===== config.mk =====
export PLATFORM = sky130hd
export DESIGN_NAME = ogbc_ram
export DESIGN_NICKNAME = d
export VERILOG_FILES = /design/src/design/occupancy_grid_box_collision_top_defines.svh /design/src/design/ogbc_ram.sv
export SDC_FILE = /design/constraint.sdc
export NUM_CORES = 1
export LEC_CHECK = 0
export BUFFER_PORTS_ARGS = -buffer_cell sky130_fd_sc_hd__buf_2
export CAP_MARGIN = 40
export CORE_MARGIN = 2
export CORE_UTILIZATION = 65
export DETAILED_ROUTE_END_ITERATION = 8
export PLACE_DENSITY = 0.82
export SYNTH_ARGS = -nofsm -noshare
export SYNTH_HDL_FRONTEND = slang
export SYNTH_SLANG_ARGS = --single-unit

===== constraint.sdc =====
create_clock -name clock -period 4 [get_ports clock]
set_input_delay 0.4 -clock clock [delete_from_list [all_inputs] [get_ports clock]]
set_output_delay 0.4 -clock clock [all_outputs]
set_load 0.01 [all_outputs]

===== src/design/occupancy_grid_box_collision_top_defines.svh =====
// Assertion macros shared by the occupancy grid collision block.
// Taken in by the top level; depends on nothing else.
`ifndef OCCUPANCY_GRID_BOX_COLLISION_TOP_DEFINES_SVH
`define OCCUPANCY_GRID_BOX_COLLISION_TOP_DEFINES_SVH

// Same-cycle implication, disabled while reset is high
`define OGBC_ASSERT_IMP(name, clk, rst, ante, cons) \
   name: assert property (@(posedge clk) disable iff (rst) (ante) |-> (cons)) \
      else $error("occupancy grid check failed");

// Next-cycle implication, disabled while reset is high
`define OGBC_ASSERT_NXT(name, clk, rst, ante, cons) \
   name: assert property (@(posedge clk) disable iff (rst) (ante) |=> (cons)) \
      else $error("occupancy grid check failed");

`endif


===== src/design/ogbc_ram.sv =====
// Generic synchronous RAM: one write port, two registered read ports.
// Holds the occupancy bitmap; depends on nothing.
`timescale 1ns / 1ps

module ogbc_ram #(
   parameter int WIDTH = 8,
   parameter int DEPTH = 16
) (
   input  logic                     clock,
   input  logic                     wr_en,
   input  logic [$clog2(DEPTH)-1:0] wr_addr,
   input  logic [WIDTH-1:0]         wr_data,
   input  logic [$clog2(DEPTH)-1:0] rd_addr_a,
   output logic [WIDTH-1:0]         rd_data_a,
   input  logic [$clog2(DEPTH)-1:0] rd_addr_b,
   output logic [WIDTH-1:0]         rd_data_b
);

   logic [WIDTH-1:0] mem_ff [DEPTH];
   logic [WIDTH-1:0] rd_data_a_ff;
   logic [WIDTH-1:0] rd_data_b_ff;

   // Write port
   always_ff @(posedge clock) begin
      if (wr_en) begin
         mem_ff[wr_addr] <= wr_data;
      end
   end

   // Registered read ports
   always_ff @(posedge clock) begin
      rd_data_a_ff <= mem_ff[rd_addr_a];
      rd_data_b_ff <= mem_ff[rd_addr_b];
   end

   assign rd_data_a = rd_data_a_ff;
   assign rd_data_b = rd_data_b_ff;

endmodule


==> summary.txt <==
Clock tree
  • Cts bufs inserted: 17
  • H-tree lvl count: 4
  • Worst-skew pair later-pin latency: 0.52 ns
  • Clock-pin slew on the worst setup and hold paths: 0.06 ns
  • CTS resizes: 0
  • CTS tree: built
  • Setup Fix Bufs, Post-CTS: 0
  • Root Driver: clkbuf_8
  • Cts hold-fix bufs: 0
  • Clock Tree Buf Depth: 2
  • Clk sink count: 144

Worst setup path
  • Startpoint Class: input port
  • Worst Path Required: 4.41 ns
  • Critical Path Fanout Max: 19
  • Slowest CP cell: mux4_1
  • Crit-path max cell delay: 0.58 ns
  • Critical Path, Cell by Cell: buf_2, buf_12, mux4_1, a22oi_1, nand2_1
  • Critical path class: input port to register
  • Delay-heaviest family, CP: buffers and inverters
  • Worst reg2reg setup slack: 2.55 ns
  • Crit path buf inv count: 2
  • WP data arrival: 2.05 ns
  • Setup crit end kind: register

Run
  • Max-cap violations: 0

Timing
  • Hold Fails Final Rpt: 0
  • Tmin final: 1.64 ns
  • Post-route setup TNS: 0 ns
  • Layout Skew: 0.0110 ns
  • Tcrit/Tclk final: 41.1%
  • Fin. max-slew vios: 0
  • Worst-margin pin slew: 0.970 ns
  • Setup violators final: 0
  • Slew headroom: 35.1%
  • Fmax: 0.609 GHz
  • Unrepaired setup endpoints after global routing: no

Status
  • Status: finished, final reports clean

Layout
  • Layout Nets: 380
  • Antenna Diode Count: 0
  • Share of layout cells above drive strength 1: 31.8%
  • Register area: 0.00416 mm2
  • Layout area overhead: 13.6%
  • Post-Layout Inst Area: 0.00721 mm2
  • Filler cells: 543
  • Multi-input logic area: 0.00201 mm2
  • Final core utilization: 74.8%

Route
  • 1st-iter DRT viols: 429
  • DRT Pass-1 Iters: 7
  • Post-route DRC violation count: 0
  • Vias: 3505
  • Routed length per instance: 27.9 um
  • Post-route ant nets: 0
  • Routed wire length: 14.0 mm
  • Vias per cell: 6.95

Synthesis
  • Largest family of logic cells by synthesized area: multiplexers
  • Yosys reg bits: 144
  • Synth cell types: 20
  • Post-synthesis xor/xnor area fraction: 0%
  • Mapped Cells: 307
  • Post-synthesis adder-cell area fraction: 0%
  • Simple-gate share of the synthesized area: 3.43%
  • Synth Area in Compound Gates: 3.79%
  • Sequential area share after synthesis: 65.6%
  • Mux cell area share after synthesis: 24.4%
  • Yosys warns: 0
  • Area of the mapped netlist: 0.00635 mm2
  • Mean Syn Cell Area: 20.7 um2
  • Synth Net Count: 329

Global route
  • First-pass GRT wire length: 21.0 mm
  • Total GRT Usage: 29.3%
  • Largest net degree at the start of global routing: 33
  • Vias in the first global route: 3543
  • Initial antenna violation count: 0
  • Total gr overflow: 0

Floorplanning
  • Effective utilization at floorplan: 65.8%
  • Die W: 103 um
  • Die Y: 103 um
  • Core ar.: 0.00964 mm2
  • Core Rows: 36
  • Die ar.: 0.0106 mm2
  • IO Count: 38

Pwr
  • Static Leak: 2.51 nW
  • Worst IR Drop VDD: 0.000409 V
  • Pwr dens: 469 mW/mm2

Placed design
  • Area post-placement: 0.00666 mm2
  • Buffers on Ports: 37
  • HPWL reported at the end of detailed placement: 9.03 mm
  • RePlAce Congestion: 0.788

Hold path
  • Hold Path Class: input port to register
==> routing by layer <==
metal	vias up	track usage (%)	routed length (um)	share of wire (%)
met4	0	12.4	328	2.3
met2	229	46.1	7210	51
met1	1805	39.2	5180	37
li1	1442	-	-	-
met5	-	0	0	0
met3	29	8.61	1320	9.4
==> logic make-up after synthesis <==
group | Yosys count
flops | 144
buf+inv | 20
compound gates | 32
mux | 64
simple gates | 47
==> synthesized netlist by cell type (all sizes together) <==
library cell   instances  share of area [%]
nor3                   4               0.32
nand2b                 2               0.20
mux4                  64                 24
and2b                  2               0.24
buf                   14                1.8
and2                   2               0.20
nand2                 17                1.0
nor2b                  2               0.20
nor2                  14               0.83
or3b                   1               0.14
edfxtp               128                 61
a22oi                 32                3.8
nand3                  1              0.079
nand3b                 2               0.24
clkdlybuf4s25          6               0.95
dfxtp                 16                5.0
==> cells in the final DEF (no fill, tap or decap), types with 3 or more instances in the layout <==
cell type,netlist,final
nand2_1,17,17
clkbuf_1,0,3
nor3_1,4,4
a22oi_1,32,32
buf_2,6,39
mux4_2,34,34
edfxtp_1,128,128
dfxtp_1,16,16
clkbuf_8,0,3
clkbuf_16,0,18
buf_4,2,11
nor2_1,14,14
clkinv_2,0,4
mux4_1,28,28
==> registers in the layout (all words and copies together) (netlist names) <==
| signal | cells |
|---|---|
| rd_data_a | 8 |
| mem_ff | 128 |
| rd_data_b | 8 |
==> cell type report <==
class / count / share of cell area (%)
Clock buffer: 24 / 6.97
Clock inverter: 8 / 0.711
Multi-Input combinational cell: 143 / 27.9
Sequential cell: 144 / 57.7
Tap cell: 133 / 2.31
Timing Repair Buffer: 52 / 4.41
==> stage by stage <==
step                hold WS (ns)  worst slack [ns]  power [mW]  cells
CTS                        0.240              2.36        3.40    504
finish                     0.260              2.36        3.39    504
detailed placement         0.685              1.83        1.98    472
global route               0.252              2.30        3.49    504
global placement           0.673              1.47        1.96    460
floorplan                  0.499              2.11        1.89    307
==> worst paths after layout <==
kind                      from             to  cells after the start
hold / removal      wr_data[0]  mem_ff[12][0]                      1
setup reg to reg  mem_ff[9][0]   rd_data_a[0]                      3
hold reg to reg   mem_ff[8][4]   rd_data_a[4]                      3
setup / recovery  rd_addr_a[0]   rd_data_a[1]                      5
==> report_power, final <==
group	internal [mW]	switching [mW]	total, mW
combinational	0.113	0.139	0.253
clock	0.867	0.565	1.43
sequential	1.68	0.0172	1.70
(Power assumes the default switching activity.)
