### src/design/occupancy_grid_box_collision_top_defines.svh
// Assertion macros shared by the occupancy grid collision block.
// Taken in by the top level; depends on nothing else.
`ifndef OCCUPANCY_GRID_BOX_COLLISION_TOP_DEFINES_SVH
`define OCCUPANCY_GRID_BOX_COLLISION_TOP_DEFINES_SVH

// Same-cycle implication, disabled while reset is high
`define OGBC_ASSERT_IMP(name, clk, rst, ante, cons) \
   name: assert property (@(posedge clk) disable iff (rst) (ante) |-> (cons)) \
      else $error("occupancy grid check failed");

// Next-cycle implication, disabled while reset is high
`define OGBC_ASSERT_NXT(name, clk, rst, ante, cons) \
   name: assert property (@(posedge clk) disable iff (rst) (ante) |=> (cons)) \
      else $error("occupancy grid check failed");

`endif

### src/design/ogbc_pkg.sv
// Shared constants, types and codes for the occupancy grid collision block.
// Used by the span, sequencer and top modules; depends on nothing.
`timescale 1ns / 1ps

package ogbc_pkg;

   // Grid and store sizing
   localparam int MAX_DIM     = 64;
   localparam int MAX_CELLS   = 4096;
   localparam int DIM_W       = $clog2(MAX_DIM);
   localparam int DIM_CW      = $clog2(MAX_DIM + 1);
   localparam int MEM_DEPTH   = MAX_CELLS / MAX_DIM;
   localparam int MEM_AW      = $clog2(MEM_DEPTH);

   // Field and register widths
   localparam int GRID_REG_W  = 7;
   localparam int CELL_SIZE_W = 16;
   localparam int COORD_W     = 32;
   localparam int BOX_W       = 20;
   localparam int IDX_W       = 12;
   localparam int VAL_W       = 8;

   // Row base y*grid_width, raw width register up to its full code range
   localparam int BASE_W      = $clog2(MAX_DIM * (2 ** GRID_REG_W));
   localparam int WADDR_W     = BASE_W - DIM_W;

   // Doubled coordinates plus margin for offsets and bounds
   localparam int CW          = COORD_W + 4;

   // Configuration port
   localparam int CSR_ADDR_W  = 3;
   localparam int CSR_DATA_W  = 32;

   typedef logic [CSR_ADDR_W-1:0] csr_addr_type;
   localparam csr_addr_type CSR_GRID_WIDTH  = 3'd0;
   localparam csr_addr_type CSR_GRID_HEIGHT = 3'd1;
   localparam csr_addr_type CSR_CELL_SIZE   = 3'd2;
   localparam csr_addr_type CSR_ORIGIN_X    = 3'd3;
   localparam csr_addr_type CSR_ORIGIN_Y    = 3'd4;

   // Register reset values
   localparam logic [GRID_REG_W-1:0]  GRID_WIDTH_RST  = 7'd64;
   localparam logic [GRID_REG_W-1:0]  GRID_HEIGHT_RST = 7'd64;
   localparam logic [CELL_SIZE_W-1:0] CELL_SIZE_RST   = 16'd1024;

   // Request payload layout, lowest bit first
   localparam int CELL_INDEX_LSB = 0;
   localparam int CELL_VALUE_LSB = CELL_INDEX_LSB + IDX_W;
   localparam int POS_X_LSB      = CELL_VALUE_LSB + VAL_W;
   localparam int POS_Y_LSB      = POS_X_LSB + COORD_W;
   localparam int BOX_SIZE_LSB   = POS_Y_LSB + COORD_W;
   localparam int REQ_FIELDS_W   = BOX_SIZE_LSB + BOX_W;
   localparam int REQ_TDATA_W    = ((REQ_FIELDS_W + 7) / 8) * 8;
   localparam int RSP_TDATA_W    = 8;

   // Item kinds carried in req_tuser
   localparam logic ACT_LOAD  = 1'b0;
   localparam logic ACT_QUERY = 1'b1;

   // Cell value meaning unknown, counted as occupied
   localparam logic signed [VAL_W-1:0] OCC_UNKNOWN = -8'sd1;

   // Sequencer states
   typedef enum logic [2:0] {
      ST_IDLE,
      ST_LD_RD,
      ST_LD_WR,
      ST_XSCAN,
      ST_YTEST,
      ST_YCHK,
      ST_DONE
   } ctrl_state_type;

   // Control of one axis sweep unit
   typedef struct packed {
      logic init;
      logic step;
   } span_ctl_type;

   // Finished query handed to the output register
   typedef struct packed {
      logic valid;
      logic collision;
   } result_type;

endpackage

### src/design/ogbc_ctrl.sv
// Sequencer for loads and queries: read-modify-write of bitmap words,
// column mask sweep and row scan. Depends on ogbc_pkg.
`timescale 1ns / 1ps

module ogbc_ctrl (
   input  logic                                    clock,
   input  logic                                    reset,
   input  logic                                    req_accept,
   input  logic                                    req_action,
   input  logic        [ogbc_pkg::IDX_W-1:0]       cell_index,
   input  logic signed [ogbc_pkg::VAL_W-1:0]       cell_value,
   input  logic        [ogbc_pkg::GRID_REG_W-1:0]  grid_width,
   input  logic        [ogbc_pkg::GRID_REG_W-1:0]  grid_height,
   input  logic                                    out_free,
   output logic                                    req_ready,
   output ogbc_pkg::span_ctl_type                  xspan_ctl,
   output ogbc_pkg::span_ctl_type                  yspan_ctl,
   input  logic                                    x_hit,
   input  logic                                    y_hit,
   output logic                                    wr_en,
   output logic        [ogbc_pkg::MEM_AW-1:0]      wr_addr,
   output logic        [ogbc_pkg::MAX_DIM-1:0]     wr_data,
   output logic        [ogbc_pkg::MEM_AW-1:0]      rd_addr_a,
   output logic        [ogbc_pkg::MEM_AW-1:0]      rd_addr_b,
   input  logic        [ogbc_pkg::MAX_DIM-1:0]     rd_data_a,
   input  logic        [ogbc_pkg::MAX_DIM-1:0]     rd_data_b,
   output ogbc_pkg::result_type                    result
);

   ogbc_pkg::ctrl_state_type state_ff, state_in;

   logic [ogbc_pkg::IDX_W-1:0]     ld_idx_ff, ld_idx_in;
   logic                           ld_occ_ff, ld_occ_in;
   logic [ogbc_pkg::DIM_CW-1:0]    cnt_ff, cnt_in;
   logic [ogbc_pkg::BASE_W-1:0]    base_ff, base_in;
   logic [ogbc_pkg::MAX_DIM-1:0]   mask_ff, mask_in;
   logic [ogbc_pkg::DIM_W-1:0]     off_ff, off_in;
   logic                           ok_a_ff, ok_a_in;
   logic                           ok_b_ff, ok_b_in;
   logic                           hit_ff, hit_in;
   logic [ogbc_pkg::MEM_DEPTH-1:0] valid_ff, valid_in;

   logic [ogbc_pkg::DIM_CW-1:0]    dim_w;
   logic [ogbc_pkg::DIM_CW-1:0]    dim_h;
   logic [ogbc_pkg::MEM_AW-1:0]    ld_word;
   logic [ogbc_pkg::WADDR_W-1:0]   wa_a;
   logic [ogbc_pkg::WADDR_W-1:0]   wa_b;
   logic [ogbc_pkg::MEM_AW-1:0]    scan_addr_a;
   logic [ogbc_pkg::MEM_AW-1:0]    scan_addr_b;
   logic                           wa_a_in_range;
   logic                           wa_b_in_range;
   logic [2*ogbc_pkg::MAX_DIM-1:0] pair;
   logic [2*ogbc_pkg::MAX_DIM-1:0] pair_shift;
   logic                           row_hit;
   logic                           x_last;
   logic                           y_end;
   logic [ogbc_pkg::MAX_DIM-1:0]   old_word;

   // Grid size clamped to the largest supported dimension
   assign dim_w = (int'(grid_width) > ogbc_pkg::MAX_DIM) ?
                  ogbc_pkg::DIM_CW'(ogbc_pkg::MAX_DIM) : ogbc_pkg::DIM_CW'(grid_width);
   assign dim_h = (int'(grid_height) > ogbc_pkg::MAX_DIM) ?
                  ogbc_pkg::DIM_CW'(ogbc_pkg::MAX_DIM) : ogbc_pkg::DIM_CW'(grid_height);

   assign x_last = (cnt_ff == dim_w - ogbc_pkg::DIM_CW'(1));
   assign y_end  = (cnt_ff == dim_h);

   // Word addresses of the row that starts at base_ff; it may straddle two words
   assign ld_word       = ogbc_pkg::MEM_AW'(ld_idx_ff >> ogbc_pkg::DIM_W);
   assign wa_a          = base_ff[ogbc_pkg::BASE_W-1:ogbc_pkg::DIM_W];
   assign wa_b          = wa_a + ogbc_pkg::WADDR_W'(1);
   assign wa_a_in_range = (int'(wa_a) < ogbc_pkg::MEM_DEPTH);
   assign wa_b_in_range = (int'(wa_b) < ogbc_pkg::MEM_DEPTH);
   assign scan_addr_a   = wa_a[ogbc_pkg::MEM_AW-1:0];
   assign scan_addr_b   = wa_b[ogbc_pkg::MEM_AW-1:0];

   // Row window: words never written or past the store read as empty
   assign pair       = {(ok_b_ff ? rd_data_b : '0), (ok_a_ff ? rd_data_a : '0)};
   assign pair_shift = pair >> off_ff;
   assign row_hit    = |(pair_shift[ogbc_pkg::MAX_DIM-1:0] & mask_ff);

   // Word under modification for a load
   assign old_word = valid_ff[ld_word] ? rd_data_a : '0;

   // Next state
   always_comb begin
      state_in = state_ff;
      case (state_ff)
         ogbc_pkg::ST_IDLE: begin
            if (req_accept) begin
               if (req_action == ogbc_pkg::ACT_LOAD) begin
                  state_in = ogbc_pkg::ST_LD_RD;
               end else if ((dim_w == '0) || (dim_h == '0)) begin
                  state_in = ogbc_pkg::ST_DONE;
               end else begin
                  state_in = ogbc_pkg::ST_XSCAN;
               end
            end
         end
         ogbc_pkg::ST_LD_RD: state_in = ogbc_pkg::ST_LD_WR;
         ogbc_pkg::ST_LD_WR: state_in = ogbc_pkg::ST_IDLE;
         ogbc_pkg::ST_XSCAN: begin
            if (x_last) begin
               state_in = ogbc_pkg::ST_YTEST;
            end
         end
         ogbc_pkg::ST_YTEST: begin
            if (y_end) begin
               state_in = ogbc_pkg::ST_DONE;
            end else if (y_hit) begin
               state_in = ogbc_pkg::ST_YCHK;
            end
         end
         ogbc_pkg::ST_YCHK: begin
            state_in = row_hit ? ogbc_pkg::ST_DONE : ogbc_pkg::ST_YTEST;
         end
         ogbc_pkg::ST_DONE: begin
            if (out_free) begin
               state_in = ogbc_pkg::ST_IDLE;
            end
         end
         default: state_in = ogbc_pkg::ST_IDLE;
      endcase
   end

   // Outputs: handshake, sweep units, memory ports, result
   always_comb begin
      req_ready      = (state_ff == ogbc_pkg::ST_IDLE);
      xspan_ctl.init = req_accept && (req_action == ogbc_pkg::ACT_QUERY);
      yspan_ctl.init = req_accept && (req_action == ogbc_pkg::ACT_QUERY);
      xspan_ctl.step = (state_ff == ogbc_pkg::ST_XSCAN);
      yspan_ctl.step = ((state_ff == ogbc_pkg::ST_YTEST) && !y_end && !y_hit) ||
                       ((state_ff == ogbc_pkg::ST_YCHK) && !row_hit);
      wr_en          = (state_ff == ogbc_pkg::ST_LD_WR);
      wr_addr        = ld_word;
      wr_data        = old_word;
      wr_data[ld_idx_ff[ogbc_pkg::DIM_W-1:0]] = ld_occ_ff;
      rd_addr_a      = (state_ff == ogbc_pkg::ST_LD_RD) ? ld_word : scan_addr_a;
      rd_addr_b      = scan_addr_b;
      result.valid     = (state_ff == ogbc_pkg::ST_DONE) && out_free;
      result.collision = hit_ff;
   end

   // Datapath registers
   always_comb begin
      ld_idx_in = ld_idx_ff;
      ld_occ_in = ld_occ_ff;
      cnt_in    = cnt_ff;
      base_in   = base_ff;
      mask_in   = mask_ff;
      off_in    = off_ff;
      ok_a_in   = ok_a_ff;
      ok_b_in   = ok_b_ff;
      hit_in    = hit_ff;
      valid_in  = valid_ff;
      case (state_ff)
         ogbc_pkg::ST_IDLE: begin
            if (req_accept) begin
               ld_idx_in = cell_index;
               ld_occ_in = (cell_value > 0) || (cell_value == ogbc_pkg::OCC_UNKNOWN);
               cnt_in    = '0;
               base_in   = '0;
               mask_in   = '0;
               hit_in    = 1'b0;
            end
         end
         ogbc_pkg::ST_LD_WR: begin
            valid_in[ld_word] = 1'b1;
         end
         ogbc_pkg::ST_XSCAN: begin
            mask_in[cnt_ff[ogbc_pkg::DIM_W-1:0]] = x_hit;
            cnt_in = x_last ? '0 : cnt_ff + ogbc_pkg::DIM_CW'(1);
         end
         ogbc_pkg::ST_YTEST: begin
            if (!y_end) begin
               if (y_hit) begin
                  off_in  = base_ff[ogbc_pkg::DIM_W-1:0];
                  ok_a_in = wa_a_in_range && valid_ff[scan_addr_a];
                  ok_b_in = wa_b_in_range && valid_ff[scan_addr_b];
               end else begin
                  cnt_in  = cnt_ff + ogbc_pkg::DIM_CW'(1);
                  base_in = base_ff + ogbc_pkg::BASE_W'(grid_width);
               end
            end
         end
         ogbc_pkg::ST_YCHK: begin
            hit_in = row_hit;
            if (!row_hit) begin
               cnt_in  = cnt_ff + ogbc_pkg::DIM_CW'(1);
               base_in = base_ff + ogbc_pkg::BASE_W'(grid_width);
            end
         end
         default: ;
      endcase
   end

   // Control state
   always_ff @(posedge clock) begin
      if (reset) begin
         state_ff <= ogbc_pkg::ST_IDLE;
         valid_ff <= '0;
      end else begin
         state_ff <= state_in;
         valid_ff <= valid_in;
      end
   end

   // Payload registers
   always_ff @(posedge clock) begin
      ld_idx_ff <= ld_idx_in;
      ld_occ_ff <= ld_occ_in;
      cnt_ff    <= cnt_in;
      base_ff   <= base_in;
      mask_ff   <= mask_in;
      off_ff    <= off_in;
      ok_a_ff   <= ok_a_in;
      ok_b_ff   <= ok_b_in;
      hit_ff    <= hit_in;
   end

endmodule

### config.mk
export PLATFORM = sky130hd
export DESIGN_NAME = ogbc_ctrl
export DESIGN_NICKNAME = d
export VERILOG_FILES = /design/src/design/occupancy_grid_box_collision_top_defines.svh /design/src/design/ogbc_pkg.sv /design/src/design/ogbc_ctrl.sv
export SDC_FILE = /design/constraint.sdc
export NUM_CORES = 1
export LEC_CHECK = 0
export BUFFER_PORTS_ARGS = -buffer_cell sky130_fd_sc_hd__buf_2
export CORE_ASPECT_RATIO = 0.8
export CORE_UTILIZATION = 30
export DETAILED_ROUTE_END_ITERATION = 8
export SYNTH_ARGS = -nofsm -noshare
export SYNTH_HDL_FRONTEND = slang
export SYNTH_SLANG_ARGS = --single-unit
### constraint.sdc
create_clock -name clock -period 8.72 [get_ports clock]
set_clock_uncertainty 0.2 [all_clocks]
set_input_delay 2.18 -clock clock [delete_from_list [all_inputs] [get_ports clock]]
set_output_delay 2.18 -clock clock [all_outputs]
set_load 0.01 [all_outputs]
==> results.sh <==
export IMPL_vias_per_cell=6.783
export IMPL_synth_ff_type="edfxtp_1"
export IMPL_holdWs_ns=0.2684
export IMPL_synth_nets=2687
export IMPL_p_total_uw=3610
export IMPL_wl_microns=110400
export IMPL_max_stage_delay_ns=0.70
export IMPL_rsz0062_at_grt="false"
export IMPL_ys_seq_area_share_pct=22.84
export IMPL_max_cap_violations=0
export IMPL_critical_path_endpoint_type="output port"
export IMPL_crit_cells=12
export IMPL_start_util_pct=30.62
export IMPL_grt_first_pass_wirelength_microns=155600
export IMPL_hp_start="base_ff[5]"
export IMPL_clockBufferDepth=2
export IMPL_cts_setup_buffers=0
export IMPL_nets=2804
export IMPL_numCtsBuffers=17
export IMPL_syn_to_final_growth_pct=13.25
export IMPL_synthArstFlopShare_pct=0
export IMPL_syn_area_sq_um=19810
export IMPL_r2r_end="base_ff[8]"
export IMPL_grt_max_degree=69
export IMPL_route_vias_total=23660
export IMPL_track_usage_pct=31.87
export IMPL_syn_area_per_cell_sq_um=7.902
export IMPL_r2r_start="off_ff[2]"
export IMPL_arrival_ns=6.00
export IMPL_setup_viol=0
export IMPL_final_cell_mix="buf_2, o21ai_0, nand3_1"
export IMPL_timing_reg2reg_setup_slack_ns=2.83
export IMPL_synthDominantCellAreaShare_pct=16.07
export IMPL_cts_tree="yes"
export IMPL_crit_path_cell_trace="buf_2, mux2i_1, o22ai_1, mux4_2, a21oi_1, buf_4, o221ai_1, nor4_1, o2111ai_1, nor4_4, o2bb2ai_1, buf_2"
export IMPL_hold_class="reg -> reg"
export IMPL_nFillCells=6881
export IMPL_stdcell_area_sq_um=22440
export IMPL_worstMarginPinSlew_ns=1.357
export IMPL_antenna_found_initial=4
export IMPL_gp_congestion=1.075
export IMPL_final_common_cell="buf_2"
export IMPL_dieHeight_microns=231.9
export IMPL_wire_per_inst_microns=31.65
export IMPL_maxSlewHeadroom_pct=9.505
export IMPL_layout_drive_gt1_share_pct=19.83
export IMPL_power_density_nw_per_um2=160.9
export IMPL_ys_warn_count=0
export IMPL_grt_pass1_vias=21310
export IMPL_finalHoldViolCount=0
export IMPL_fp_coreArea_sq_um=64700
export IMPL_root_buffer="clkbuf_16"
export IMPL_cp_max_fo=5
export IMPL_synth_distinct_cells=88
export IMPL_fin_crit_ns=8.376
export IMPL_antenna_left=0
export IMPL_synth_seq_cells=173
export IMPL_drtPass1Iterations=6
export IMPL_post_cts_resized=0
export IMPL_setup_tns_ns=0
export IMPL_htreeDepth=4
export IMPL_cts_sinks=173
export IMPL_crit_start="rd_data_a[51]"
export IMPL_cp_slowest_cell="mux4_2"
export IMPL_fmax_mhz=119.4
export IMPL_drc=0
export IMPL_drt_iter0_markers=4276
export IMPL_cp_start_kind="primary input"
export IMPL_grt_ovfl_total=0
export IMPL_placed_area_sq_um=21870
export IMPL_cp_top_family="compound AO/OA/AOI/OAI gates"
export IMPL_reg2regPathDepth=11
export IMPL_clk_latency_ns=0.48
export IMPL_endpoint="yspan_ctl[0]"
export IMPL_ioPinCount=259
export IMPL_ir_drop_mv=0.1404
export IMPL_syn_instance_count=2507
export IMPL_hpwl_microns=84030
export IMPL_yosys_area_top_type="edfxtp_1"
export IMPL_synth_area_leaders="edfxtp_1, mux2i_1, mux4_2"
export IMPL_status="finished, final reports clean"
export IMPL_rows=83
export IMPL_final_util_pct=34.68
export IMPL_ctsHoldBuffers=0
export IMPL_path_clk_slew_ns=0.07
export IMPL_synth_edf_count=106
export IMPL_cpMostUsedCell="buf_2"
export IMPL_crit_buf_inv=3
export IMPL_portBuffers=257
export IMPL_required_ns=6.34
export IMPL_crit_type="in -> out"
export IMPL_die_w_microns=289.3
export IMPL_maxSlewViolCount=0
export IMPL_fin_crit_sh_pct=96.06
export IMPL_leakage_uw=0.008171
export IMPL_die_area_sq_um=67080
## registers in the layout, indices dropped and copies added (netlist names)
| name | count |
|---|---|
| base_ff | 13 |
| cnt_ff | 7 |
| hit_ff | 1 |
| ld_idx_ff | 12 |
| ld_occ_ff | 1 |
| mask_ff | 64 |
| off_ff | 6 |
| ok_a_ff | 1 |
| ok_b_ff | 1 |
| state_ff | 3 |
| valid_ff | 64 |
## power by group
group / switching, uW / leakage (uW) / internal, uW / total [uW]
logic: 1040 / 0.00631 / 494 / 1530
registers: 296 / 0.00158 / 1020 / 1320
clock network: 364 / 0.000285 / 396 / 760
total: 1700 / 0.00817 / 1910 / 3610
## metrics by stage
stage | setup WS, ns | cells
final | 0.3437 | 3488
after global routing | 0.3105 | 3487
after CTS | 0.4963 | 3487
after detailed placement | 0.5183 | 3455
after global placement | 0.5442 | 3455
after floorplan | 1.589 | 2507
## worst min-delay path by stage
stage / end / cells past startpoint
after floorplan: off_ff[0] / 0
after global placement: off_ff[4] / 0
after detailed placement: off_ff[5] / 0
after CTS: off_ff[5] / 0
after global routing: off_ff[4] / 0
final: off_ff[5] / 0
## cell type report
class                           instances  area (sq um)  share of cell area [%]
Multi-Input combinational cell       2044         14070                   62.73
Antenna cell                            1         2.502                 0.01115
Sequential cell                       173          4524                   20.17
Timing Repair Buffer                  354          2077                   9.257
Tap cell                              850          1064                   4.740
Inverter                               34         127.6                  0.5688
Clock buffer                           20         467.9                   2.086
Clock inverter                         12         100.1                  0.4461
## metal layers
layer / track usage [%] / share of wire (%) / vias to the layer above / wire length, microns
met4: 12.93 / 4.2 / 6 / 4690
li1: - / - / 10030 / -
met3: 10.24 / 13 / 318 / 14510
met2: 44.91 / 41 / 1832 / 45160
met1: 44.27 / 42 / 11480 / 46000
met5: 0 / 0.031 / - / 34
## cell usage after synthesis, types with 40 or more instances
| cell type | number |
|---|---|
| edfxtp_1 | 106 |
| nor3_1 | 42 |
| a21oi_1 | 165 |
| mux2i_1 | 209 |
| o21ai_0 | 246 |
| buf_1 | 45 |
| a22oi_1 | 52 |
| nor2_1 | 199 |
| mux4_2 | 77 |
| o22ai_1 | 171 |
| dfxtp_1 | 67 |
| nand4_1 | 40 |
| nand3_1 | 233 |
| clkbuf_1 | 157 |
| nand2_1 | 145 |
## cell families after synthesis
group / count (synthesis) / share of synthesized area (%)
flip-flops: 173 / 22.84
adder cells (fa/ha/maj): 11 / 0.7326
buffers and inverters: 290 / 6.271
AO/OA/AOI/OAI: 851 / 26.96
multiplexers: 315 / 20.97
XOR/XNOR: 29 / 1.282
AND/OR/NAND/NOR: 838 / 20.94
Note: power is estimated with default switching activity, not from simulation.
