[src/design/occupancy_grid_box_collision_top_defines.svh]
// Assertion macros shared by the occupancy grid collision block.
// Taken in by the top level; depends on nothing else.
`ifndef OCCUPANCY_GRID_BOX_COLLISION_TOP_DEFINES_SVH
`define OCCUPANCY_GRID_BOX_COLLISION_TOP_DEFINES_SVH

// Same-cycle implication, disabled while reset is high
`define OGBC_ASSERT_IMP(name, clk, rst, ante, cons) \
   name: assert property (@(posedge clk) disable iff (rst) (ante) |-> (cons)) \
      else $error("occupancy grid check failed");

// Next-cycle implication, disabled while reset is high
`define OGBC_ASSERT_NXT(name, clk, rst, ante, cons) \
   name: assert property (@(posedge clk) disable iff (rst) (ante) |=> (cons)) \
      else $error("occupancy grid check failed");

`endif

[src/design/ogbc_pkg.sv]
// Shared constants, types and codes for the occupancy grid collision block.
// Used by the span, sequencer and top modules; depends on nothing.
`timescale 1ns / 1ps

package ogbc_pkg;

   // Grid and store sizing
   localparam int MAX_DIM     = 64;
   localparam int MAX_CELLS   = 4096;
   localparam int DIM_W       = $clog2(MAX_DIM);
   localparam int DIM_CW      = $clog2(MAX_DIM + 1);
   localparam int MEM_DEPTH   = MAX_CELLS / MAX_DIM;
   localparam int MEM_AW      = $clog2(MEM_DEPTH);

   // Field and register widths
   localparam int GRID_REG_W  = 7;
   localparam int CELL_SIZE_W = 16;
   localparam int COORD_W     = 32;
   localparam int BOX_W       = 20;
   localparam int IDX_W       = 12;
   localparam int VAL_W       = 8;

   // Row base y*grid_width, raw width register up to its full code range
   localparam int BASE_W      = $clog2(MAX_DIM * (2 ** GRID_REG_W));
   localparam int WADDR_W     = BASE_W - DIM_W;

   // Doubled coordinates plus margin for offsets and bounds
   localparam int CW          = COORD_W + 4;

   // Configuration port
   localparam int CSR_ADDR_W  = 3;
   localparam int CSR_DATA_W  = 32;

   typedef logic [CSR_ADDR_W-1:0] csr_addr_type;
   localparam csr_addr_type CSR_GRID_WIDTH  = 3'd0;
   localparam csr_addr_type CSR_GRID_HEIGHT = 3'd1;
   localparam csr_addr_type CSR_CELL_SIZE   = 3'd2;
   localparam csr_addr_type CSR_ORIGIN_X    = 3'd3;
   localparam csr_addr_type CSR_ORIGIN_Y    = 3'd4;

   // Register reset values
   localparam logic [GRID_REG_W-1:0]  GRID_WIDTH_RST  = 7'd64;
   localparam logic [GRID_REG_W-1:0]  GRID_HEIGHT_RST = 7'd64;
   localparam logic [CELL_SIZE_W-1:0] CELL_SIZE_RST   = 16'd1024;

   // Request payload layout, lowest bit first
   localparam int CELL_INDEX_LSB = 0;
   localparam int CELL_VALUE_LSB = CELL_INDEX_LSB + IDX_W;
   localparam int POS_X_LSB      = CELL_VALUE_LSB + VAL_W;
   localparam int POS_Y_LSB      = POS_X_LSB + COORD_W;
   localparam int BOX_SIZE_LSB   = POS_Y_LSB + COORD_W;
   localparam int REQ_FIELDS_W   = BOX_SIZE_LSB + BOX_W;
   localparam int REQ_TDATA_W    = ((REQ_FIELDS_W + 7) / 8) * 8;
   localparam int RSP_TDATA_W    = 8;

   // Item kinds carried in req_tuser
   localparam logic ACT_LOAD  = 1'b0;
   localparam logic ACT_QUERY = 1'b1;

   // Cell value meaning unknown, counted as occupied
   localparam logic signed [VAL_W-1:0] OCC_UNKNOWN = -8'sd1;

   // Sequencer states
   typedef enum logic [2:0] {
      ST_IDLE,
      ST_LD_RD,
      ST_LD_WR,
      ST_XSCAN,
      ST_YTEST,
      ST_YCHK,
      ST_DONE
   } ctrl_state_type;

   // Control of one axis sweep unit
   typedef struct packed {
      logic init;
      logic step;
   } span_ctl_type;

   // Finished query handed to the output register
   typedef struct packed {
      logic valid;
      logic collision;
   } result_type;

endpackage

[src/design/ogbc_span.sv]
// One axis sweep unit: walks cell centers along an axis and flags
// those that lie inside the query box. Depends on ogbc_pkg.
`timescale 1ns / 1ps

module ogbc_span (
   input  logic                                   clock,
   input  ogbc_pkg::span_ctl_type                 ctl,
   input  logic signed [ogbc_pkg::COORD_W-1:0]    pos,
   input  logic signed [ogbc_pkg::COORD_W-1:0]    origin,
   input  logic        [ogbc_pkg::CELL_SIZE_W-1:0] cell_size,
   input  logic        [ogbc_pkg::BOX_W-1:0]      box_size,
   output logic                                   hit
);

   logic signed [ogbc_pkg::CW-1:0] lo_ff, lo_in;
   logic signed [ogbc_pkg::CW-1:0] hi_ff, hi_in;
   logic signed [ogbc_pkg::CW-1:0] ctr_ff, ctr_in;
   logic signed [ogbc_pkg::CW-1:0] pos2;
   logic signed [ogbc_pkg::CW-1:0] org2;
   logic signed [ogbc_pkg::CW-1:0] reach;
   logic signed [ogbc_pkg::CW-1:0] cs_ext;
   logic signed [ogbc_pkg::CW-1:0] step2;

   // Doubled units keep the half-cell center exact
   assign pos2   = ogbc_pkg::CW'(pos) <<< 1;
   assign org2   = ogbc_pkg::CW'(origin) <<< 1;
   assign cs_ext = $signed(ogbc_pkg::CW'(cell_size));
   assign step2  = cs_ext <<< 1;
   assign reach  = $signed(ogbc_pkg::CW'(box_size)) + cs_ext;

   // |2*pos - center2| < reach  <=>  2*pos - reach < center2 < 2*pos + reach
   always_comb begin
      lo_in  = lo_ff;
      hi_in  = hi_ff;
      ctr_in = ctr_ff;
      if (ctl.init) begin
         lo_in  = pos2 - reach;
         hi_in  = pos2 + reach;
         ctr_in = org2 + cs_ext;
      end else if (ctl.step) begin
         ctr_in = ctr_ff + step2;
      end
   end

   always_ff @(posedge clock) begin
      lo_ff  <= lo_in;
      hi_ff  <= hi_in;
      ctr_ff <= ctr_in;
   end

   assign hit = (ctr_ff > lo_ff) && (ctr_ff < hi_ff);

endmodule

[config.mk]
export PLATFORM = sky130hd
export DESIGN_NAME = ogbc_span
export DESIGN_NICKNAME = d
export VERILOG_FILES = /design/src/design/occupancy_grid_box_collision_top_defines.svh /design/src/design/ogbc_pkg.sv /design/src/design/ogbc_span.sv
export SDC_FILE = /design/constraint.sdc
export NUM_CORES = 1
export LEC_CHECK = 0
export BUFFER_PORTS_ARGS = -buffer_cell sky130_fd_sc_hd__buf_2
export CAP_MARGIN = 10
export CORE_UTILIZATION = 30
export CTS_BUF_LIST = sky130_fd_sc_hd__clkbuf_8
export DETAILED_ROUTE_END_ITERATION = 16
export MAX_ROUTING_LAYER = met4
export PLACE_DENSITY = 0.48
export RECOVER_POWER = 50
export SETUP_SLACK_MARGIN = 0.05
export SYNTH_ARGS = -nofsm -noshare
export SYNTH_HDL_FRONTEND = slang
export SYNTH_SLANG_ARGS = --single-unit
[constraint.sdc]
create_clock -name clock -period 9.3 [get_ports clock]
set_clock_uncertainty 0.2 [all_clocks]
set_input_delay 1.395 -clock clock [delete_from_list [all_inputs] [get_ports clock]]
set_output_delay 1.395 -clock clock [all_outputs]
set_load 0.005 [all_outputs]
==> metrics.md, run 1 <==
| Metric | Value |
|---|---|
| Worst-Skew Late Latency | `about 0.39 ns` |
| Commonest cells after routing, fill and taps aside | `ha_1, inv_1, nor2_1` |
| Layout area overhead | `10.3%` |
| Vias | `8750` |
| Critical path class | `primary input to flop` |
| CTS tree | `yes` |
| Post-synthesis async set-or-reset flop share | `0` |
| Adder-cell share of the synthesized area | `0.191` |
| Mux cell area share after synthesis | `0.0226` |
| Remaining DRCs | `0` |
| Final worst slack | `approximately 2.1 ns` |
| Post-synth EDFFs | `103` |
| F_max | `139 MHz` |
| Port bufs | `103` |
| Worst-margin pin slew | `3.90 ns` |
| Global-route wire length before repair | `roughly 46000 um` |
| CTS Hold Bufs | `0` |
| Status | `finished with violations` |
| Drt wl/cell | `16.4 um` |
| Global-route usage over all layers | `0.164` |
| Peak VDD IR | `0.0639 mV` |
| Post-synthesis register bit count | `103` |
| CP Max Fanout | `72` |
| Mean instance size in the synthesized netlist | `8.92 um^2` |
| Sink Count | `103` |
| Hold slack final | `around 0.57 ns` |
| Design Area, Final | `around 12000 um^2` |
| Row cnt | `about 70` |
| H-tree depth | `3` |
| Type of the worst min-delay path | `flop to flop` |
| Via-to-Cell Ratio | `slightly below 5` |
| Die Y | `between 150 and 200 um` |
| Startpoint types | `primary input` |
| Most used DFF post-synth | `edfxtp_1` |
| Num CTS Buffers | `9` |
| Number of max-cap violations | `3` |
| Synth top area share | `0.285` |
| Final Non-Filler Cells | `about 1.8k` |
| R2r setup slk | `5.77 ns` |
| Main combinational cell family by area after synthesis | `adder cells` |
| Largest net degree at the start of global routing | `between 70 and 80` |
| Vias in the first global route | `8679` |
| Synth cell types | `73` |
| Setup TNS | `0 ns` |
| I/O pin cnt | `between 100 and 150` |
| Relative slew slack | `-1.60` |
| Post-Syn Area | `10900 um^2` |
| Slew Limit Fails | `between 150 and 200` |
| Min Tclk post-route | `7.20 ns` |
| CP startpoint | `ctl[1]` |
| Synth area leaders | `edfxtp_1, ha_1, xnor2_1, xor2_1, inv_1` |
| Nets@finish | `~1.6k` |
| Total grt overflow | `0` |
| Commonest non-fill, non-tap cell in the layout | `ha_1` |
| PwrDens | `177 nW/um^2` |
| # Post-CTS Setup Buffers | `0` |
| HPWL after detailed placement | `23700 um` |
| Placed cell areas | `about 12000 um^2` |
| WP data required | `9.29 ns` |
| RSZ-0062 raised after global routing | `false` |
| Place WS | `2.38 ns` |
| Yosys warns | `0` |
| Fin crit share | `0.774` |
| Core Box Area | `35600 um^2` |
| Initial antenna violation count | `0` |
| Die area | `between 30000 and 40000 um^2` |
| Setup-failing EPs final | `0` |
| RD Place Congestion | `around 0.89` |
| CTS Buffer Depth | `2` |
| Layout cells sized above 1 | `0.105` |
| Cells after Synth | `approximately 1.2k` |
| Failing checks | `capacitance limit, slew limit` |
| Synth area leader | `edfxtp_1` |
| Synth Area in Simple Gates | `0.161` |
| Initial DRC Count | `468` |
| Initial Util | `0.305` |
| Reg clk slew, reported paths | `0.12 ns` |
| Placed cells | `1746` |
| Die width | `192 um` |
| Drt pass-1 iters | `5` |
| Net Count, Synth | `between 1k and 1.5k` |
| Post-Route WL | `29000 um` |
| Hold wc startpoint | `ctr_ff[19]` |
| RR Startpoint | `ctr_ff[1]` |
| Final Hold Viols | `0` |
| Synth Area in Compound Gates | `0.178` |
| CP Capture Type | `flop` |
| Crit path DAT | `7.19 ns` |
| Root buf cell | `clkbuf_8` |
| XOR/XNOR Fraction of Synth Area | `0.104` |
| LEAKAGE | `5.33 nW` |
| Post_cts resized | `0` |
| Post-route ant nets | `0` |
| Seq/Total Area, Yosys | `0.285` |
| ANT cells | `0` |
## state kept, by name (all words and copies together), names as in the netlist
register and flops:
hi_ff 33, lo_ff 34, ctr_ff 36
## cell usage after synthesis (12+ instances only)
| cell type | count |
|---|---|
| a211oi_1 | 12 |
| a21o_1 | 43 |
| a21oi_1 | 79 |
| and3_1 | 19 |
| clkbuf_1 | 23 |
| edfxtp_1 | 103 |
| ha_1 | 158 |
| inv_1 | 124 |
| mux2i_1 | 20 |
| nand2_1 | 58 |
| nand2b_1 | 16 |
| nand3_1 | 30 |
| nand4_1 | 34 |
| nor2_1 | 106 |
| nor2b_1 | 17 |
| nor3_1 | 18 |
| o21a_1 | 19 |
| o21ai_0 | 51 |
| xnor2_1 | 75 |
| xor2_1 | 54 |
## logic make-up (layout without fill, tap and decap cells)
kind of cell             after synthesis  after routing
AO/OA/AOI/OAI                        287            287
XOR/XNOR                             129            129
adder cells (fa/ha/maj)              163            163
buffers and inverters                163            246
flip-flops                           103            103
multiplexers                          24             24
AND/OR/NAND/NOR                      349            349
## stage by stage
stage / power (mW) / util
after floorplan: 1.55 / -
after global placement: 1.84 / 0.332
after detailed placement: 1.85 / 0.332
after CTS: 2.14 / 0.337
after global routing: 2.31 / 0.337
final: 2.12 / 0.337
## final cells by class
type	count	area, um^2
Fill cell	3775	23600
Multi-Input combinational cell	952	7140
Sequential cell	103	3090
Tap cell	461	577
Timing Repair Buffer	104	517
Inverter	126	473
Clock buffer	9	124
Clock inverter	7	66.3
## critical path, stage by stage
cell	delay, ns
clkbuf_1	1.85
clkbuf_1	2.86
nand3_1	0.72
o21ai_1	0.30
## routing by layer
layer | vias up | part of all wire | track usage
li1 | 4551 | - | -
met1 | 4052 | 0.54 | 0.241
met2 | 125 | 0.42 | 0.240
met3 | 22 | 0.025 | 0.0142
met4 | 0 | 0.016 | 0.0442
met5 | - | 0 | -
## power breakdown
group          internal (mW)  switching, mW  total (mW)
registers              0.661         0.0777       0.739
clock network          0.104          0.178       0.282
logic                  0.473          0.630        1.10
## worst paths after layout
check / endpoint / cells past startpoint
worst min-delay path: ctr_ff[19] / 2
worst max register to register: ctr_ff[35] / 11
worst min register to register: ctr_ff[19] / 2
worst max-delay path: ctr_ff[33] / 4
(Power assumes the default switching activity.)
==> run 2: changes to the inputs <==
==> constraint.sdc (replaced) <==
create_clock -name clock -period 6.7 [get_ports clock]
set_clock_uncertainty 0.2 [all_clocks]
set_input_delay 1.005 -clock clock [delete_from_list [all_inputs] [get_ports clock]]
set_output_delay 1.005 -clock clock [all_outputs]
set_load 0.005 [all_outputs]
==> run 2 against run 1 <==
The run still ends with capacitance limit, slew limit left. Sequential power increased by 38%. Power up 40%. Clock power rose by 49%. Global-route usage is 0.42 points higher. Critical path depth increased by 17. Die area is the same. Largest power group unchanged. Combinational power grew 39%.
==> metrics.md, run 2 (same netlist as run 1, synthesis figures left out) <==
| Metric | Value |
|---|---|
| Sequential share of power | `0.343 (-0.005)` |
| Startpoint types | `primary input` |
| Total grt overflow | `0 (unchanged)` |
| LEAKAGE | `5.34 nW (+0.23%)` |
| Root buf cell | `clkbuf_8` |
| Pint | `1.75 mW (+41%)` |
| Setup TNS | `0 ns (unchanged)` |
| H-tree depth | `3 (unchanged)` |
| Min Tclk post-route | `5.76 ns` |
| # Post-CTS Setup Buffers | `0 (unchanged)` |
| Largest net degree at the start of global routing | `66 (-9.6%)` |
| Commonest non-fill, non-tap cell in the layout | `ha_1` |
| Initial DRC Count | `479 (+2.4%)` |
| Biggest register | `ctr_ff` |
| Cells along the critical path | `clkbuf_1 -> ha_1 -> inv_1 -> fa_1 -> nor2b_1 -> o21ai_0 -> a21oi_1 -> o41ai_1 -> buf_4 -> o21bai_1 -> a21oi_1 -> o21ai_0 -> xor2_1 -> ha_1 -> o221ai_1 -> nor4_1 -> a21oi_1 -> a311oi_1 -> o21ai_1 -> nor4_1 -> xor2_1` |
| Biggest regs | `ctr_ff: 36 flops, lo_ff: 34 flops, hi_ff: 33 flops` |
| Nets@finish | `1563 (+0.064%)` |
| Post-route ant nets | `0 (unchanged)` |
| Final worst slack | `0.937 ns (-1.16 ns)` |
| Num CTS Buffers | `9 (unchanged)` |
| Max FFs per register | `36 (unchanged)` |
| HPWL after detailed placement | `23800 um (+0.36%)` |
| CP Capture Type | `flop` |
| Most frequent cell on the critical path | `a21oi_1` |
| Net Sw Frac | `0.411 (-0.00610)` |
| Type of the worst min-delay path | `flop to flop` |
| Row cnt | `69 (unchanged)` |
| Final Hold Viols | `0 (unchanged)` |
| Net load switching power | `1.22 mW (+38%)` |
| Place WS | `0.545 ns (-1.84 ns)` |
| Post_cts resized | `0 (unchanged)` |
| Slew Limit Fails | `102 (-36%)` |
| Status | `finished with violations` |
| Worst path slowest cell | `a311oi_1` |
| Layout cells sized above 1 | `0.106 (+0.000769)` |
| Placed cells | `1747 (+0.057%)` |
| CTS Hold Bufs | `0 (unchanged)` |
| CP Max Fanout | `9 (-88%)` |
| Peak VDD IR | `0.123 mV (+92%)` |
| RD Place Congestion | `0.890 (about the same)` |
| I/O pin cnt | `104 (unchanged)` |
| Core Box Area | `35600 um^2 (unchanged)` |
| Port bufs | `103 (unchanged)` |
| Sink Count | `103 (unchanged)` |
| Commonest cells after routing, fill and taps aside | `ha_1, inv_1, nor2_1` |
| RSZ-0062 raised after global routing | `false` |
| Crit path DAT | `5.72 ns (-1.47 ns)` |
| Placed cell areas | `11800 um^2 (about the same)` |
| Drt wl/cell | `16.6 um (+0.76%)` |
| Post-Route WL | `29200 um (+0.76%)` |
| Die area | `37000 um^2 (unchanged)` |
| Fin crit share | `0.860` |
| Initial antenna violation count | `0 (unchanged)` |
| Failing checks | `capacitance limit, slew limit` |
| Initial Util | `0.305 (unchanged)` |
| Design Area, Final | `12000 um^2 (+0.17%)` |
| Drt pass-1 iters | `5 (unchanged)` |
| CTS tree | `yes` |
| ANT cells | `0 (unchanged)` |
| Final core occ | `0.338 (+0.000563)` |
| Via-to-Cell Ratio | `5.01 (+0.88%)` |
| Critical path class | `primary input to flop` |
| Die Y | `192 um (unchanged)` |
| Global-route usage over all layers | `0.169 (+0.00416)` |
| Critical path's largest stage delay | `0.65 ns (-2.21 ns)` |
| Vias | `8827 (+0.88%)` |
| Setup-failing EPs final | `0 (unchanged)` |
| Final Non-Filler Cells | `1762 (unchanged)` |
| WP data required | `6.65 ns (-2.64 ns)` |
| Combinational fraction of design power | `0.515 (-0.004)` |
| Number of max-cap violations | `2 (-1)` |
| Worst-margin pin slew | `3.54 ns (-0.362 ns)` |
| CTS Buffer Depth | `2 (unchanged)` |
| Vias in the first global route | `8816 (+1.6%)` |
| Remaining DRCs | `0 (unchanged)` |
| Layout area overhead | `10.5%` |
| Clk pwr share | `0.142 (+0.009)` |
| Relative slew slack | `-1.36 (+0.241)` |
| Pwr Total | `2.97 mW (+40%)` |
| Reg clk slew, reported paths | `0.11 ns (about the same)` |
| PwrDens | `248 nW/um^2 (+40%)` |
| Worst-Skew Late Latency | `0.40 ns (about the same)` |
| F_max | `174 MHz` |
| Global-route wire length before repair | `47100 um (+2.1%)` |
| Hold slack final | `0.575 ns (+0.00559 ns)` |
| Die width | `192 um (unchanged)` |
## run 2: worst paths after layout
kind	from	to	slack, ns	depth (start not counted)
max	cell_size[0]	lo_ff[31]	0.94	21
min	ctr_ff[19]	ctr_ff[19]	0.57	2
max reg2reg	ctr_ff[1]	ctr_ff[35]	3.18	11
min reg2reg	ctr_ff[19]	ctr_ff[19]	0.57	2
## run 2: cell type report
type,count,area (um^2)
clock buffers,9,124
clock inverters,6,77.6
fillers,3739,23600
inverters,126,473
multi-input cells,952,7140
flip-flops and latches,103,3090
well taps,461,577
repair buffers,105,526
## run 2: metal layers
metal / wire, um / track usage / vias to the layer above
met5: 0 / - / -
met2: 12500 / 0.252 / 134
met3: 887 / 0.0182 / 17
met1: 15500 / 0.242 / 4132
met4: 310 / 0.0369 / 0
li1: - / - / 4544
## run 2: power groups by stage
stage	registers, mW	logic, mW	clock network [mW]
6_report	1.02	1.53	0.421
3_5_place_dp	1.03	1.53	0
5_1_grt	1.04	1.76	0.463
2_1_floorplan	0.985	1.17	0
3_3_place_gp	1.03	1.52	0
4_1_cts	1.02	1.54	0.439
## run 2: worst max-delay path, delay by kind of cell
| kind | cells | cell delay, ns |
|---|---|---|
| AO/OA/AOI/OAI | 10 | 2.35 |
| XOR/XNOR | 2 | 0.22 |
| adder cells (fa/ha/maj) | 3 | 1.09 |
| buffers and inverters | 3 | 0.34 |
| AND/OR/NAND/NOR | 3 | 0.70 |
==> run 3: changes to the inputs <==
--- a/config.mk
+++ b/config.mk
@@ -11,7 +11,6 @@
 export CTS_BUF_LIST = sky130_fd_sc_hd__clkbuf_8
 export DETAILED_ROUTE_END_ITERATION = 16
 export MAX_ROUTING_LAYER = met4
-export PLACE_DENSITY = 0.48
 export RECOVER_POWER = 50
 export SETUP_SLACK_MARGIN = 0.05
 export SYNTH_ARGS = -nofsm -noshare
==> run 3 against run 2 <==
The flow still finishes with violations (capacitance limit, slew limit). Routed wire length fell by 5.1%. Worst hold slack improved by 0.0072 ns. Power shrank 1.5%. Fmax increased by 0.45%. Largest cell class unchanged. Non-clock buffer count unchanged. Utilization barely moved. Clock power down 7.1%. Critical path depth unchanged. Design area about the same. Critical endpoint is now lo_ff[23]. Via count up 0.14%. Die area did not move.
==> metrics.md, run 3 (same netlist as run 1, synthesis figures left out) <==
| Metric | Value |
|---|---|
| RSZ-0062 raised after global routing | `false` |
| Status | `finished with violations` |
| Global-route usage over all layers | `0.158 (-0.0108)` |
| Relative slew slack | `-0.884 (+0.477)` |
| CTS Hold Bufs | `0 (unchanged)` |
| Setup-failing EPs final | `0 (unchanged)` |
| CP delay by family, top | `compound AO/OA/AOI/OAI gates` |
| Initial Util | `0.305 (unchanged)` |
| Drt pass-1 iters | `5 (unchanged)` |
| Type of the worst min-delay path | `flop to flop` |
| Hold slack final | `0.582 ns (+0.00721 ns)` |
| Hold wc startpoint | `ctr_ff[22]` |
| CTS Buffer Depth | `2 (unchanged)` |
| Final worst slack | `0.963 ns (+0.0257 ns)` |
| Sequential share of power | `0.348 (+0.005)` |
| Die area | `37000 um^2 (unchanged)` |
| Pint | `1.71 mW (-2.1%)` |
| Root buf cell | `clkbuf_8` |
| F_max | `174 MHz (+0.45%)` |
| CP Capture Type | `flop` |
| Placed cells | `1747 (unchanged)` |
| Global-route wire length before repair | `44400 um (-5.7%)` |
| Total grt overflow | `0 (unchanged)` |
| # Post-CTS Setup Buffers | `0 (unchanged)` |
| Critical path class | `primary input to flop` |
| Num CTS Buffers | `9 (unchanged)` |
| Crit Reg-Reg Endpoint | `ctr_ff[35]` |
| Combinational fraction of design power | `0.519 (+0.004)` |
| Fin crit share | `0.856 (-0.00383)` |
| Worst-Skew Late Latency | `0.40 ns (about the same)` |
| Commonest cells after routing, fill and taps aside | `ha_1, inv_1, nor2_1` |
| Vias in the first global route | `8602 (-2.4%)` |
| Commonest non-fill, non-tap cell in the layout | `ha_1` |
| RD Place Congestion | `0.876 (-1.6%)` |
| Via-to-Cell Ratio | `5.01 (about the same)` |
| Worst hold path cell count | `2 (unchanged)` |
| Row cnt | `69 (unchanged)` |
| Worst-margin pin slew | `2.83 ns (-0.716 ns)` |
| Core Box Area | `35600 um^2 (unchanged)` |
| Port bufs | `103 (unchanged)` |
| Reg clk slew, reported paths | `0.11 ns (about the same)` |
| WP data required | `6.64 ns (about the same)` |
| HPWL after detailed placement | `22700 um (-4.4%)` |
| CTS tree | `yes` |
| LEAKAGE | `5.34 nW (about the same)` |
| Pwr Total | `2.93 mW (-1.5%)` |
| Final Hold Viols | `0 (unchanged)` |
| Worst hold path endpoint | `ctr_ff[22]` |
| Worst path slowest cell | `a311oi_1` |
| Vias | `8839 (+0.14%)` |
| Post-route ant nets | `0 (unchanged)` |
| Cells along the critical path | `clkbuf_1 -> ha_1 -> inv_1 -> fa_1 -> nor2b_1 -> o21ai_0 -> a21oi_1 -> o41ai_1 -> buf_4 -> o21bai_1 -> a21oi_1 -> o21ai_0 -> xor2_1 -> ha_1 -> o221ai_1 -> nor4_1 -> a21oi_1 -> a311oi_1 -> o22ai_1 -> o41ai_1 -> o21ai_0` |
| Startpoint types | `primary input` |
| Initial antenna violation count | `1 (+1)` |
| Post-Route WL | `27700 um (-5.1%)` |
| Crit path DAT | `5.67 ns (-0.05 ns)` |
| Net Sw Frac | `0.414 (+0.00336)` |
| Failing checks | `capacitance limit, slew limit` |
| Biggest register | `ctr_ff` |
| Die Y | `192 um (unchanged)` |
| Setup TNS | `0 ns (unchanged)` |
| Sink Count | `103 (unchanged)` |
| Clk pwr share | `0.133 (-0.009)` |
| Fill count | `3692 (-1.3%)` |
| R2r setup slk | `3.11 ns (-0.07 ns)` |
| Min Tclk post-route | `5.74 ns (-0.0257 ns)` |
| Remaining DRCs | `0 (unchanged)` |
| WP buf/inv | `3 (unchanged)` |
| Biggest regs | `ctr_ff: 36 flops, lo_ff: 34 flops, hi_ff: 33 flops` |
| Nets@finish | `1563 (unchanged)` |
| Peak VDD IR | `0.120 mV (-2.1%)` |
| Place WS | `0.561 ns (+0.0162 ns)` |
| Slew Limit Fails | `159 (+56%)` |
| Die width | `192 um (unchanged)` |
| Largest net degree at the start of global routing | `68 (+3.0%)` |
| RR Startpoint | `ctr_ff[1]` |
| Initial DRC Count | `417 (-13%)` |
| Drt wl/cell | `15.7 um (-5.2%)` |
| Final Non-Filler Cells | `1764 (+0.11%)` |
| Net load switching power | `1.21 mW (-0.71%)` |
| I/O pin cnt | `104 (unchanged)` |
| CP Max Fanout | `9 (unchanged)` |
| Post_cts resized | `0 (unchanged)` |
| FF-to-FF path depth | `11 (unchanged)` |
| Max FFs per register | `36 (unchanged)` |
| Number of max-cap violations | `3 (+1)` |
| PwrDens | `244 nW/um^2 (-1.4%)` |
| H-tree depth | `3 (unchanged)` |
| Critical path's largest stage delay | `0.64 ns (about the same)` |
| Layout area overhead | `10.4% (about the same)` |
| Layout cells sized above 1 | `0.106 (about the same)` |
[run 3: worst max path at each step]
stage	depth (start not counted)	from	endpoint	slack, ns
after floorplan	20	cell_size[0]	lo_ff[31]	1.36
after global placement	21	cell_size[0]	lo_ff[31]	0.70
after detailed placement	21	cell_size[0]	lo_ff[31]	0.56
after CTS	21	cell_size[0]	lo_ff[31]	1.00
after global routing	21	cell_size[0]	lo_ff[31]	0.42
final	21	cell_size[0]	lo_ff[23]	0.96
[run 3: metal layers]
layer	track usage	share of wire	vias up
met5	-	0	-
met4	0.0430	0.017	0
met3	0.0184	0.032	27
met2	0.245	0.45	156
met1	0.215	0.50	4094
li1	-	-	4562
[run 3: final cells by class]
type / instances / area (um^2) / area share
multi-input cells: 952 / 7140 / 0.595
flip-flops and latches: 103 / 3090 / 0.258
well taps: 461 / 577 / 0.0481
repair buffers: 105 / 526 / 0.0438
inverters: 126 / 473 / 0.0394
clock buffers: 9 / 124 / 0.0103
clock inverters: 7 / 66.3 / 0.00553
diodes: 1 / 2.50 / 0.000209
[run 3: tightest hold or removal path: stages, from the launching register on]
cell	delay, ns
edfxtp_1	0.46
xnor2_1	0.10
mux2i_1	0.11
[run 3: stage by stage]
step,utilization,instance area (um^2)
2_1_floorplan,-,10900
3_3_place_gp,0.332,11800
3_5_place_dp,0.332,11800
4_1_cts,0.337,12000
5_1_grt,0.337,12000
6_report,0.337,12000
[run 3: power groups by stage]
| stage | Sequential (mW) | Combinational (mW) | Clock (mW) |
|---|---|---|---|
| 6_report | 1.02 | 1.52 | 0.391 |
| 5_1_grt | 1.04 | 1.72 | 0.418 |
| 4_1_cts | 1.02 | 1.52 | 0.401 |
| 3_5_place_dp | 1.03 | 1.51 | 0 |
| 3_3_place_gp | 1.03 | 1.49 | 0 |
| 2_1_floorplan | 0.985 | 1.17 | 0 |
